--- src/rtl/core/ptrt_pkg.sv ---
// ----------------------------------------------------------------------------
// ptrt_pkg
// shared types and codes of the periodic task release table
// ----------------------------------------------------------------------------
package ptrt_pkg;

    localparam int MAX_TASKS = 8;
    localparam int IDX_W     = (MAX_TASKS > 1) ? $clog2(MAX_TASKS) : 1;
    localparam int CNT_W     = $clog2(MAX_TASKS + 1);

    localparam logic [1:0] REQ_CREATE   = 2'd0;
    localparam logic [1:0] REQ_TICK     = 2'd1;
    localparam logic [1:0] REQ_DISPATCH = 2'd2;

    localparam logic [1:0] MODE_READY     = 2'd0;
    localparam logic [1:0] MODE_BLOCKED   = 2'd1;
    localparam logic [1:0] MODE_SUSPENDED = 2'd2;
    localparam logic [1:0] MODE_INVALID   = 2'd3;

    localparam logic [1:0] STAT_OK         = 2'd0;
    localparam logic [1:0] STAT_NULL       = 2'd1;
    localparam logic [1:0] STAT_FULL       = 2'd2;
    localparam logic [1:0] STAT_PERIOD_BIG = 2'd3;

    localparam logic KIND_STATUS = 1'b0;
    localparam logic KIND_TASK   = 1'b1;

    typedef struct packed {
        logic [1:0]  req_type;
        logic [15:0] task_handle;
        logic [7:0]  period;
        logic [1:0]  initial_mode;
        logic [7:0]  init_delay;
    } req_t;

    typedef struct packed {
        logic        kind;
        logic [1:0]  status;
        logic [2:0]  slot;
        logic [15:0] run_handle;
        logic        last;
    } rsp_t;

    typedef struct packed {
        logic [15:0] handle;
        logic [7:0]  period;
        logic [1:0]  mode;
        logic [7:0]  ticks;
        logic [7:0]  delay;
    } entry_t;

    typedef enum logic [2:0] {
        ST_IDLE  = 3'b001,
        ST_WALK  = 3'b010,
        ST_FLUSH = 3'b100
    } state_t;

endpackage

--- src/rtl/core/periodic_task_release_table_top.sv ---
// ----------------------------------------------------------------------------
// periodic_task_release_table_top
// periodic task table held in one synchronous memory, walked slot by slot
// create: result strobed in the cycle after the transfer, busy stays low
// tick/dispatch: busy while the walk visits each task slot in turn, then in a flush
// state when a task was dispatched; one memory read and write per slot
// results strobe for one cycle each, the receiver cannot stall
// reset clears task count and control state; max_period returns to 255
// ----------------------------------------------------------------------------
module periodic_task_release_table_top
    import ptrt_pkg::*;
(
    input  logic       clk,
    input  logic       rst_n,
    input  logic       start,
    output logic       busy,
    input  req_t       req,
    output logic       res_valid,
    output rsp_t       res,
    input  logic       cfg_valid,
    output logic       cfg_ready,
    input  logic [7:0] cfg_data
);

    entry_t     table_mem [MAX_TASKS];
    entry_t     rd_data_reg;

    state_t     state_reg, state_next;
    logic [CNT_W-1:0] count_reg, count_next;
    logic [IDX_W-1:0] proc_reg, proc_next;
    logic       disp_reg, disp_next;
    logic [7:0] max_period_reg;
    logic       held_valid_reg, held_valid_next;
    logic [IDX_W-1:0] held_idx_reg, held_idx_next;
    logic [15:0] held_handle_reg, held_handle_next;
    logic       res_valid_reg, res_valid_next;
    rsp_t       res_reg, res_next;

    logic       rd_en;
    logic [IDX_W-1:0] rd_addr;
    logic       wr_en;
    logic [IDX_W-1:0] wr_addr;
    entry_t     wr_data;
    entry_t     ent;
    logic [1:0] cr_status;
    logic       at_end;
    logic       emit;

    assign busy      = (state_reg != ST_IDLE);
    assign cfg_ready = (state_reg == ST_IDLE);
    assign res_valid = res_valid_reg;
    assign res       = res_reg;
    assign at_end    = ((CNT_W'(proc_reg) + CNT_W'(1)) == count_reg);

    // table memory, one write and one registered read port
    always_ff @(posedge clk)
    begin
        if (wr_en)
        begin
            table_mem[wr_addr] <= wr_data;
        end
        if (rd_en)
        begin
            rd_data_reg <= table_mem[rd_addr];
        end
    end

    always_comb
    begin
        if (req.task_handle == 16'd0)
        begin
            cr_status = STAT_NULL;
        end
        else if (count_reg >= CNT_W'(MAX_TASKS))
        begin
            cr_status = STAT_FULL;
        end
        else if (req.period > max_period_reg)
        begin
            cr_status = STAT_PERIOD_BIG;
        end
        else
        begin
            cr_status = STAT_OK;
        end
    end

    // slot update during the walk
    always_comb
    begin
        ent  = rd_data_reg;
        emit = 1'b0;
        if (disp_reg)
        begin
            if (rd_data_reg.mode == MODE_READY)
            begin
                if (rd_data_reg.delay != 8'd0)
                begin
                    ent.delay = rd_data_reg.delay - 8'd1;
                end
                else
                begin
                    emit     = 1'b1;
                    ent.mode = MODE_BLOCKED;
                end
            end
        end
        else if (rd_data_reg.mode == MODE_BLOCKED)
        begin
            if (rd_data_reg.ticks >= rd_data_reg.period)
            begin
                ent.mode  = MODE_READY;
                ent.ticks = 8'd1;
            end
            else
            begin
                ent.ticks = rd_data_reg.ticks + 8'd1;
            end
        end
    end

    always_comb
    begin
        state_next       = state_reg;
        count_next       = count_reg;
        proc_next        = proc_reg;
        disp_next        = disp_reg;
        held_valid_next  = held_valid_reg;
        held_idx_next    = held_idx_reg;
        held_handle_next = held_handle_reg;
        res_valid_next   = 1'b0;
        res_next         = res_reg;
        rd_en            = 1'b0;
        rd_addr          = '0;
        wr_en            = 1'b0;
        wr_addr          = '0;
        wr_data          = ent;

        case (state_reg)
            ST_IDLE:
            begin
                if (start)
                begin
                    case (req.req_type)
                        REQ_CREATE:
                        begin
                            res_valid_next      = 1'b1;
                            res_next.kind       = KIND_STATUS;
                            res_next.status     = cr_status;
                            res_next.slot       = '0;
                            res_next.run_handle = '0;
                            res_next.last       = 1'b1;
                            if (cr_status == STAT_OK)
                            begin
                                res_next.slot       = 3'(count_reg);
                                wr_en               = 1'b1;
                                wr_addr             = count_reg[IDX_W-1:0];
                                wr_data.handle      = req.task_handle;
                                wr_data.period      = req.period;
                                wr_data.mode        = (req.initial_mode == MODE_INVALID)
                                                      ? MODE_SUSPENDED : req.initial_mode;
                                wr_data.ticks       = 8'd1;
                                wr_data.delay       = req.init_delay;
                                count_next          = count_reg + CNT_W'(1);
                            end
                        end
                        REQ_TICK, REQ_DISPATCH:
                        begin
                            if (count_reg != '0)
                            begin
                                rd_en      = 1'b1;
                                rd_addr    = '0;
                                proc_next  = '0;
                                disp_next  = (req.req_type == REQ_DISPATCH);
                                state_next = ST_WALK;
                            end
                        end
                        default:
                        begin
                        end
                    endcase
                end
            end
            ST_WALK:
            begin
                wr_en   = 1'b1;
                wr_addr = proc_reg;
                if (emit)
                begin
                    if (held_valid_reg)
                    begin
                        res_valid_next      = 1'b1;
                        res_next.kind       = KIND_TASK;
                        res_next.status     = STAT_OK;
                        res_next.slot       = 3'(held_idx_reg);
                        res_next.run_handle = held_handle_reg;
                        res_next.last       = 1'b0;
                    end
                    held_valid_next  = 1'b1;
                    held_idx_next    = proc_reg;
                    held_handle_next = rd_data_reg.handle;
                end
                if (at_end)
                begin
                    state_next = (held_valid_reg || emit) ? ST_FLUSH : ST_IDLE;
                end
                else
                begin
                    rd_en     = 1'b1;
                    rd_addr   = proc_reg + IDX_W'(1);
                    proc_next = proc_reg + IDX_W'(1);
                end
            end
            ST_FLUSH:
            begin
                res_valid_next      = 1'b1;
                res_next.kind       = KIND_TASK;
                res_next.status     = STAT_OK;
                res_next.slot       = 3'(held_idx_reg);
                res_next.run_handle = held_handle_reg;
                res_next.last       = 1'b1;
                held_valid_next     = 1'b0;
                state_next          = ST_IDLE;
            end
            default:
            begin
                state_next = ST_IDLE;
            end
        endcase
    end

    always_ff @(posedge clk or negedge rst_n)
    begin
        if (!rst_n)
        begin
            state_reg      <= ST_IDLE;
            count_reg      <= '0;
            proc_reg       <= '0;
            disp_reg       <= 1'b0;
            max_period_reg <= 8'd255;
            held_valid_reg <= 1'b0;
            res_valid_reg  <= 1'b0;
        end
        else
        begin
            state_reg      <= state_next;
            count_reg      <= count_next;
            proc_reg       <= proc_next;
            disp_reg       <= disp_next;
            held_valid_reg <= held_valid_next;
            res_valid_reg  <= res_valid_next;
            if (cfg_valid && cfg_ready)
            begin
                max_period_reg <= cfg_data;
            end
        end
    end

    always_ff @(posedge clk)
    begin
        held_idx_reg    <= held_idx_next;
        held_handle_reg <= held_handle_next;
        res_reg         <= res_next;
    end

endmodule

--- config.mk ---
export PLATFORM = sky130hd
export DESIGN_NAME = periodic_task_release_table_top
export DESIGN_NICKNAME = d
export VERILOG_FILES = /design/src/rtl/core/ptrt_pkg.sv /design/src/rtl/core/periodic_task_release_table_top.sv
export SDC_FILE = /design/constraint.sdc
export NUM_CORES = 1
export LEC_CHECK = 0
export ABC_CLOCK_PERIOD_IN_PS = 20500
export CAP_MARGIN = 40
export CORE_ASPECT_RATIO = 0.6
export CORE_MARGIN = 2
export CORE_UTILIZATION = 40
export DETAILED_ROUTE_END_ITERATION = 10
export DONT_BUFFER_PORTS = 1
export SYNTH_ARGS = -nofsm -noshare
export SYNTH_HDL_FRONTEND = slang
export SYNTH_SLANG_ARGS = --single-unit
--- constraint.sdc ---
create_clock -name clk -period 20.5 [get_ports clk]
set_input_delay 2.05 -clock clk [delete_from_list [all_inputs] [get_ports clk]]
set_output_delay 2.05 -clock clk [all_outputs]
set_load 0.05 [all_outputs]
==> results of run 1 <==
## final timing paths
path	from	slack, ps	to	cells after the start
max	req[34]	14990	table_mem[0][26]$_DFFE_PP_	7
min	ent[34]$_DFFE_PP_	450	held_handle_reg[8]$_DFFE_PP_	0
max reg2reg	state_reg[0]$_DFFE_PN1P_	15700	table_mem[0][26]$_DFFE_PP_	6
min reg2reg	ent[34]$_DFFE_PP_	450	held_handle_reg[8]$_DFFE_PP_	0
max in group asynchronous	rst_n	19110	max_period_reg[1]$_DFFE_PN1P_	0
min in group asynchronous	rst_n	1200	proc_reg[2]$_DFFE_PN0P_	0
## Yosys cell counts, types with 2 or more instances
master	count
mux4_2	3
nand4_1	3
buf_4	5
a2111oi_0	2
a211oi_2	2
buf_6	5
and2_1	19
nand2_2	2
a31oi_1	7
o22a_1	2
nand2_1	78
a221oi_2	40
a311o_1	2
a32oi_1	2
a22o_1	3
a211oi_1	5
dfrtp_1	12
nand2b_1	2
o22ai_1	2
or2_2	2
nor2_1	56
mux2_2	16
a21o_1	3
clkbuf_1	17
nand3_1	32
mux2_1	4
mux4_1	39
nand4b_1	2
and3_1	3
buf_2	26
nor4_1	6
nor2b_1	4
and2_0	3
mux2i_1	43
inv_1	32
nand3b_1	2
dfstp_2	9
edfxtp_1	420
o21ai_0	27
xnor2_1	9
o31ai_1	4
nor3_1	15
a21oi_1	52
ha_1	23
## through the flow
stage	hold slack, ps	util	instances	setup slack [ps]	area, µm²
2_1_floorplan	420	-	1066	9750	18200
3_3_place_gp	435	0.421	1628	14600	18900
3_5_place_dp	432	0.423	1631	14430	19000
4_1_cts	451	0.451	1705	14990	20300
5_1_grt	458	0.452	1710	14770	20300
6_report	450	0.452	1711	14990	20300
## logic make-up (layout without fill, tap and decap cells)
family	Yosys count	after routing	synth area share
DFF	441	441	0.722
and+or+nand+nor	237	237	0.0627
AOI/OAI and AO/OA	163	163	0.0752
muxes	105	105	0.0960
buffers and inverters	87	142	0.0228
adders and majority gates	23	23	0.0158
xor gates and xnor gates	10	10	0.00522
other	0	1	0
## layer usage
metal	vias to the layer above	global-route usage	wire (µm)
li1	4274	-	-
met1	4961	0.271	20200
met2	317	0.271	18700
met3	63	0.0494	3300
met4	4	0.0356	663
met5	-	0	21
## cell usage in the layout, fill, tap and decap left out, drive strengths merged, types with 10 or more instances in the layout
cell type  synthesis  routed
inv               33      34
clkinv             0      11
nand3             32      32
dfrtp             12      12
nor2              56      56
edfxtp           420     420
buf               37      34
clkbuf            17      61
mux2              20      20
o21ai             28      28
a21oi             52      52
ha                23      23
and2              22      22
mux2i             43      43
nand2             80      80
xnor2             10      10
a221oi            40      40
nor3              17      17
mux4              42      42
## cell type report
class                           count  area share
Clock inverter                     14     0.00617
Timing Repair Buffer               35      0.0142
Antenna cell                        1    0.000123
Clock buffer                       60      0.0572
Multi-Input combinational cell    538       0.232
Inverter                           33     0.00610
Tap cell                          589      0.0363
Sequential cell                   441       0.648
## power breakdown
| group | total (mW) | switching [mW] | internal (mW) | leakage (nW) |
|---|---|---|---|---|
| sequential | 1.06 | 0.0225 | 1.04 | 4.02 |
| clock | 0.742 | 0.323 | 0.419 | 0.627 |
| combinational | 0.221 | 0.140 | 0.0810 | 2.31 |
| total | 2.02 | 0.485 | 1.54 | 6.95 |
==> results.sh, run 1 <==
export IMPL_drive_gt1_frac=0.168
export IMPL_grt_first_pass_wirelength_um=63600
export IMPL_min_period_ps=5510
export IMPL_ys_types=65
export IMPL_synthArstFlopShare=0.0476
export IMPL_post_cts_resized=0
export IMPL_chipHeight_um=169
export IMPL_ant_nets=0
export IMPL_fin_tns_setup_ps=0
export IMPL_cts_hold_buf=0
export IMPL_drc_errors=0
export IMPL_nFillCells=3845
export IMPL_drt_initial_drc_count=972
export IMPL_clk_pin_slew_worst_paths_ps=60
export IMPL_crit_type="in -> reg"
export IMPL_worstSkewPairLatency_ps=550
export IMPL_p_per_area_nw_per_um2=99.8
export IMPL_clock_sinks=441
export IMPL_yosysTopAreaCell="edfxtp_1"
export IMPL_synth_top_area_share=0.693
export IMPL_cts_tree="built"
export IMPL_dp_hpwl_um=25800
export IMPL_worstPathArrival_ps=5680
export IMPL_synth_edf_count=420
export IMPL_cp_num_buf_inv=2
export IMPL_avgSynthCellArea_um2=17.1
export IMPL_yosysSeqAreaShare=0.722
export IMPL_grt_pass1_vias=9672
export IMPL_syn_inst=1066
export IMPL_grtUsageTotal=0.182
export IMPL_crit_fanout=31
export IMPL_synth_fp_nets=1137
export IMPL_path_cells="inv_1, ha_1, nand3_1, nor3_4, nand2_2, a2111oi_2, buf_4"
export IMPL_skew_ps=20.3
export IMPL_hold_viol=0
export IMPL_vias=9619
export IMPL_core_area_um2=44900
export IMPL_cts_buffers=41
export IMPL_synth_area_um2=18200
export IMPL_antenna_found_initial=3
export IMPL_cpLargestDelayFamily="simple AND/OR/NAND/NOR gates"
export IMPL_cts_setup_buffers=0
export IMPL_port_buffers=0
export IMPL_grt_overflow_total=0
export IMPL_fp_row_count=60
export IMPL_clock_fmax_mhz=182
export IMPL_multiInputGateArea_um2=4710
export IMPL_root_buffer="clkbuf_16"
export IMPL_wl_per_cell_um=25.1
export IMPL_drv_slew=0
export IMPL_synthFlopType="edfxtp_1"
export IMPL_clockBufferDepth=3
export IMPL_ir_worst_vdd_v=0.0000575
export IMPL_drv_cap=0
export IMPL_critPathRequiredTime_ps=20670
export IMPL_drtPass1Iterations=5
export IMPL_slowest_stage="a2111oi_2"
export IMPL_slew_headroom=0.357
export IMPL_nets=1161
export IMPL_period_share=0.269
export IMPL_critPathCaptureType="flip-flop"
export IMPL_die_x_um=279
export IMPL_grt_max_degree=51
export IMPL_status="complete, no violations"
export IMPL_ctsHtreeMaxLevel=2
export IMPL_setup_viol=0
export IMPL_cp_start_kind="primary input"
export IMPL_worstMarginPinSlew_ps=954
export IMPL_synth_seq_cells=441
export IMPL_power_leakage_nw=6.95
export IMPL_power_mw=2.02
export IMPL_rsz0062_at_grt="false"
export IMPL_seq_area_um2=13200
export IMPL_vias_per_cell=5.62
export IMPL_ys_top_cells_by_area="edfxtp_1, mux4_1, a221oi_2"
export IMPL_area_growth_pct=11.5
export IMPL_ys_warnings_count=0
export IMPL_routabilityCongestion=0.840
export IMPL_largest_register_ffs=336
export IMPL_routed_wirelength_um=42900
export IMPL_critPathMaxStageDelay_ps=960
export IMPL_initial_core_util=0.406
export IMPL_die_area_um2=47300
export IMPL_min_path_type="reg -> reg"
export IMPL_io_pins=74
No activity file was read; power rests on OpenSTA's default activity.
==> inputs of run 2 (changes only) <==
--- a/config.mk
+++ b/config.mk
@@ -5,7 +5,7 @@
 export SDC_FILE = /design/constraint.sdc
 export NUM_CORES = 1
 export LEC_CHECK = 0
-export ABC_CLOCK_PERIOD_IN_PS = 20500
+export ABC_CLOCK_PERIOD_IN_PS = 4600
 export CAP_MARGIN = 40
 export CORE_ASPECT_RATIO = 0.6
 export CORE_MARGIN = 2
==> constraint.sdc (replaced) <==
create_clock -name clk -period 4.6 [get_ports clk]
set_input_delay 0.46 -clock clk [delete_from_list [all_inputs] [get_ports clk]]
set_output_delay 0.46 -clock clk [all_outputs]
set_load 0.05 [all_outputs]
==> run 2 against run 1 <==
- critical path depth grew 2
- highest routed layer unchanged
- sequential share of layout area shrank 0.80 points
- combinational power rose to 4.4 times the previous value
- hold slack worse by 420 ps
- global-route usage rose by 0.21 points
- routed wire length rose by 0.78%
- clock power grew to 4.5 times the previous value
- register-to-register slack got worse by 15000 ps
- utilization up 0.57 points
- critical endpoint is now table_mem[0][15]$_DFFE_PP_
- setup slack lost 14000 ps
- non-clock buffer count is 19 higher
==> results.sh, run 2 (synthesized netlist as in run 1, its figures left out) <==
export IMPL_status="complete, no violations"
export IMPL_whs_path_depth=2
export IMPL_final_cell_mix="edfxtp_1, nand2_1, nor2_1"
export IMPL_min_period_ps=3450
export IMPL_grt_overflow_total=0
export IMPL_period_share=0.749
export IMPL_ir_worst_vdd_v=0.000245
export IMPL_power_mw=9.06
export IMPL_whs_ps=26.4
export IMPL_dpl_worst_slack_ps=1030
export IMPL_worstReg2RegStart="max_period_reg[1]$_DFFE_PN1P_"
export IMPL_crit_type="reg -> reg"
export IMPL_min_path_type="in -> reg"
export IMPL_cp_start_kind="flip-flop"
export IMPL_slew_headroom=0.360
export IMPL_post_place_cells=1649
export IMPL_grtUsageTotal=0.185
export IMPL_ant_nets=0
export IMPL_grt_first_pass_wirelength_um=64100
export IMPL_drc_errors=0
export IMPL_clock_fmax_mhz=290
export IMPL_vias=9692
export IMPL_core_area_um2=44900
export IMPL_grt_max_degree=43
export IMPL_worst_r2r_setup_slack_ps=1150
export IMPL_worstMarginPinSlew_ps=951
export IMPL_dp_hpwl_um=26800
export IMPL_chipHeight_um=169
export IMPL_critPathCaptureType="flip-flop"
export IMPL_worstSkewPairLatency_ps=550
export IMPL_cts_buffers=41
export IMPL_drt_initial_drc_count=944
export IMPL_worstPathArrival_ps=3640
export IMPL_die_x_um=279
export IMPL_layout_setup_ws_ps=1150
export IMPL_p_per_area_nw_per_um2=441
export IMPL_nets=1180
export IMPL_initial_core_util=0.406
export IMPL_critPathRequiredTime_ps=4790
export IMPL_cts_tree="built"
export IMPL_final_common_cell="edfxtp_1"
export IMPL_drv_cap=0
export IMPL_routed_wirelength_um=43200
export IMPL_rsz0062_at_grt="false"
export IMPL_wl_per_cell_um=25.0
export IMPL_drive_gt1_frac=0.183
export IMPL_vias_per_cell=5.60
export IMPL_nFillCells=3854
export IMPL_clock_sinks=441
export IMPL_ctsHtreeMaxLevel=2
export IMPL_io_pins=74
export IMPL_antenna_found_initial=6
export IMPL_fp_row_count=60
export IMPL_clockBufferDepth=3
export IMPL_die_area_um2=47300
export IMPL_drv_slew=0
export IMPL_drt_met1_wl_um=20300
export IMPL_dr_wl_met3_um=3400
export IMPL_cts_setup_buffers=0
export IMPL_met2_length_um=18600
export IMPL_r2r_end="table_mem[0][15]$_DFFE_PP_"
export IMPL_r2r_cells=9
export IMPL_largest_register_ffs=336
export IMPL_area_growth_pct=12.9
export IMPL_hold_start="cfg_data[2]"
export IMPL_clk_pin_slew_worst_paths_ps=60
export IMPL_drtPass1Iterations=8
export IMPL_skew_ps=26.2
export IMPL_crit_fanout=25
export IMPL_final_cells=1731
export IMPL_hold_viol=0
export IMPL_power_leakage_nw=7.07
export IMPL_routabilityCongestion=0.813
export IMPL_setup_viol=0
export IMPL_highest_layer="met5"
export IMPL_root_buffer="clkbuf_16"
export IMPL_port_buffers=0
export IMPL_grt_pass1_vias=9803
export IMPL_min_to="max_period_reg[2]$_DFFE_PN1P_"
[run 2: layout make-up]
cell class | count | area (µm²) | share of cell area
tap | 589 | 737 | 0.0359
timing repair buffer | 54 | 492 | 0.0239
antenna | 2 | 5.00 | 0.000244
inverter | 33 | 124 | 0.00603
clock inverter | 23 | 189 | 0.00919
multi-input combinational | 538 | 4740 | 0.231
clock buffer | 51 | 1110 | 0.0538
sequential | 441 | 13200 | 0.640
[run 2: routing by layer]
metal  GRT usage  up-vias
met2       0.271      350
li1            -     4318
met3      0.0424       66
met1       0.280     4956
met4      0.0416        2
met5           0        -
[run 2: worst max-delay path by stage]
stage / startpoint / to / slack, ps
2_1_floorplan: state_reg[0]$_DFFE_PN1P_ / table_mem[2][0]$_DFFE_PP_ / -980
3_3_place_gp: req[18] / table_mem[0][20]$_DFFE_PP_ / 1020
3_5_place_dp: req[18] / table_mem[0][9]$_DFFE_PP_ / 1030
4_1_cts: max_period_reg[1]$_DFFE_PN1P_ / table_mem[0][5]$_DFFE_PP_ / 1120
5_1_grt: max_period_reg[1]$_DFFE_PN1P_ / table_mem[0][5]$_DFFE_PP_ / 950
6_report: max_period_reg[1]$_DFFE_PN1P_ / table_mem[0][15]$_DFFE_PP_ / 1150
[run 2: report_power, final]
group	total, mW	switching, mW	internal [mW]
combinational	0.979	0.618	0.361
clock	3.35	1.47	1.88
sequential	4.73	0.0984	4.63
total	9.06	2.18	6.87
[run 2: worst max-delay path, stage by stage, from the launching register on]
cell	delay [ps]
dfstp_2	520
inv_1	50
ha_1	280
nor2b_1	140
o211ai_1	160
a21oi_1	110
o22ai_2	420
nand2_2	430
a2111oi_4	480
buf_4	460
[run 2: through the flow]
step / area (µm²) / setup TNS [ps] / utilization
after floorplan: 18300 / -165330 / -
after global placement: 19100 / 0 / 0.426
after detailed placement: 19200 / 0 / 0.428
after CTS: 20500 / 0 / 0.457
after global routing: 20500 / 0 / 0.458
final: 20500 / 0 / 0.458
[run 2: timing repair]
action,in CTS,in global routing
endpoints found under the hold margin,21,0
gates resized for setup,0,0
hold buffers,2,0
==> inputs of run 3 (changes only) <==
--- a/config.mk
+++ b/config.mk
@@ -5,7 +5,7 @@
 export SDC_FILE = /design/constraint.sdc
 export NUM_CORES = 1
 export LEC_CHECK = 0
-export ABC_CLOCK_PERIOD_IN_PS = 4600
+export ABC_CLOCK_PERIOD_IN_PS = 2900
 export CAP_MARGIN = 40
 export CORE_ASPECT_RATIO = 0.6
 export CORE_MARGIN = 2
==> constraint.sdc (replaced) <==
create_clock -name clk -period 2.9 [get_ports clk]
set_input_delay 0.29 -clock clk [delete_from_list [all_inputs] [get_ports clk]]
set_output_delay 0.29 -clock clk [all_outputs]
set_load 0.05 [all_outputs]
==> run 3 against run 2 <==
- critical endpoint is now table_mem[3][25]$_DFFE_PP_
- via count increased by 1.9%
- sequential share of layout area decreased by 3.0 points
- largest cell class unchanged
- utilization increased by 2.2 points
- hold slack improved by 60 ps
- critical path type unchanged
- routed wire length decreased by 2.7%
- critical path depth increased by 2
- final cell count increased by 3.7%
==> results.sh, run 3 (synthesized netlist as in run 1, its figures left out) <==
export IMPL_status="complete, no violations"
export IMPL_rsz0062_at_grt="true"
export IMPL_power_switching_mw=3.55
export IMPL_highest_layer="met5"
export IMPL_worstSkewPairLatency_ps=550
export IMPL_whs_path_depth=1
export IMPL_antenna_cells=0
export IMPL_crit_fanout=28
export IMPL_slowest_stage="dfstp_2"
export IMPL_worstMarginPinSlew_ps=724
export IMPL_critPathCaptureType="flip-flop"
export IMPL_dr_wl_met3_um=2590
export IMPL_root_buffer="clkbuf_16"
export IMPL_clock_sinks=441
export IMPL_vias=9875
export IMPL_slew_headroom=0.512
export IMPL_ant_nets=0
export IMPL_initial_core_util=0.406
export IMPL_grt_first_pass_wirelength_um=62700
export IMPL_final_cells=1795
export IMPL_chipHeight_um=169
export IMPL_cp_start_kind="flip-flop"
export IMPL_cp_num_buf_inv=4
export IMPL_path_cells="inv_2, ha_4, nor2b_4, o211ai_1, a21oi_2, o22ai_4, buf_12, a32o_2, buf_12, nor3_4, buf_12"
export IMPL_skew_ps=15.1
export IMPL_drive_gt1_frac=0.237
export IMPL_antenna_found_initial=2
export IMPL_r2r_end="table_mem[3][25]$_DFFE_PP_"
export IMPL_worstPathArrival_ps=3120
export IMPL_timing_critical_path_mode_cell="buf_12"
export IMPL_routabilityCongestion=0.832
export IMPL_place_area_um2=19800
export IMPL_routed_wirelength_um=42100
export IMPL_hold_start="req[31]"
export IMPL_p_seq_frac=0.513
export IMPL_grtUsageTotal=0.177
export IMPL_core_area_um2=44900
export IMPL_hold_viol=0
export IMPL_r2r_cells=11
export IMPL_drt_met1_wl_um=21200
export IMPL_final_cell_area_um2=21500
export IMPL_dp_hpwl_um=26700
export IMPL_final_cell_mix="edfxtp_1, nand2_1, buf_4"
export IMPL_min_path_type="in -> reg"
export IMPL_drtPass1Iterations=4
export IMPL_vias_per_cell=5.50
export IMPL_fp_row_count=60
export IMPL_p_per_area_nw_per_um2=680
export IMPL_met2_length_um=17600
export IMPL_io_pins=74
export IMPL_grt_overflow_total=0
export IMPL_min_to="table_mem[0][39]$_DFFE_PP_"
export IMPL_wl_per_cell_um=23.5
export IMPL_period_share=0.994
export IMPL_area_growth_pct=18.3
export IMPL_nets=1244
export IMPL_p_comb_frac=0.124
export IMPL_post_place_cells=1694
export IMPL_layout_setup_ws_ps=18.0
export IMPL_port_buffers=0
export IMPL_ir_worst_vdd_v=0.000363
export IMPL_cpLargestDelayFamily="compound AO/OA/AOI/OAI gates"
export IMPL_die_area_um2=47300
export IMPL_ctsHtreeMaxLevel=2
export IMPL_cts_buffers=42
export IMPL_cts_tree="built"
export IMPL_critPathLaunch="max_period_reg[1]$_DFFE_PN1P_"
export IMPL_largest_register_ffs=336
export IMPL_power_leakage_nw=7.53
export IMPL_critPathMaxStageDelay_ps=530
export IMPL_final_common_cell="edfxtp_1"
export IMPL_drt_initial_drc_count=773
export IMPL_die_x_um=279
export IMPL_drc_errors=0
export IMPL_min_period_ps=2880
export IMPL_clk_pin_slew_worst_paths_ps=70
export IMPL_critPathRequiredTime_ps=3140
export IMPL_grt_max_degree=54
export IMPL_setup_viol=0
export IMPL_swShare=0.242
export IMPL_clockBufferDepth=3
export IMPL_worst_r2r_setup_slack_ps=20
export IMPL_drv_slew=0
export IMPL_drv_cap=0
export IMPL_power_frac_clock=0.363
export IMPL_internal_power_mw=11.1
export IMPL_clock_fmax_mhz=347
export IMPL_worstReg2RegStart="max_period_reg[1]$_DFFE_PN1P_"
export IMPL_dpl_worst_slack_ps=-25.9
export IMPL_grt_pass1_vias=9740
export IMPL_crit_type="reg -> reg"
run 3: what timing repair did:
action,4_1_cts,5_1_grt
setup buffers,1,6
hold endpoints to repair,29,0
gates cloned,1,4
hold buffers,10,0
pin swaps,1,9
gates resized for setup,6,22
setup endpoints to repair,232,458
run 3: worst max-delay path by stage:
stage | to | cells after the start
after floorplan | table_mem[4][0]$_DFFE_PP_ | 5
after global placement | table_mem[2][14]$_DFFE_PP_ | 11
after detailed placement | table_mem[1][16]$_DFFE_PP_ | 10
after CTS | table_mem[1][18]$_DFFE_PP_ | 11
after global routing | table_mem[3][25]$_DFFE_PP_ | 11
final | table_mem[3][25]$_DFFE_PP_ | 11
run 3: worst register-to-register path, cell delays in order (launching register included):
cell	delay (ps)
dfstp_2	530
inv_2	50
ha_4	260
nor2b_4	130
o211ai_1	110
a21oi_2	210
o22ai_4	130
buf_12	160
a32o_2	290
buf_12	150
nor3_4	260
buf_12	270
run 3: power by group through the flow:
stage / sequential, mW / clock [mW] / combinational (mW)
6_report: 7.51 / 5.32 / 1.82
4_1_cts: 7.51 / 5.43 / 1.73
3_3_place_gp: 7.64 / 0 / 1.66
3_5_place_dp: 7.64 / 0 / 1.69
5_1_grt: 7.52 / 5.68 / 1.97
2_1_floorplan: 7.61 / 0 / 1.08
run 3: final cells by class:
cell class	count	area, µm²
flip-flops and latches	441	13200
clock inverters	27	211
fillers	3689	23400
inverters	33	124
clock buffers	50	1100
multi-input cells	538	4910
repair buffers	117	1300
well taps	589	737
run 3: routing by layer:
metal	vias up	GRT usage
met5	-	0
met4	2	0.0346
met3	61	0.0348
met2	295	0.250
met1	5046	0.281
li1	4471	-
run 3: metrics by stage:
| step | power, mW | setup TNS, ps | hold WS [ps] | utilization |
|---|---|---|---|---|
| 6_report | 14.6 | 0 | 86.5 | 0.480 |
| 5_1_grt | 15.2 | -3500 | 76.3 | 0.480 |
| 4_1_cts | 14.7 | -917 | 60.7 | 0.474 |
| 3_5_place_dp | 9.33 | -1850 | -4.92 | 0.441 |
| 3_3_place_gp | 9.30 | -3.51 | -4.77 | 0.441 |
| 2_1_floorplan | 8.69 | -278540 | -5.59 | - |
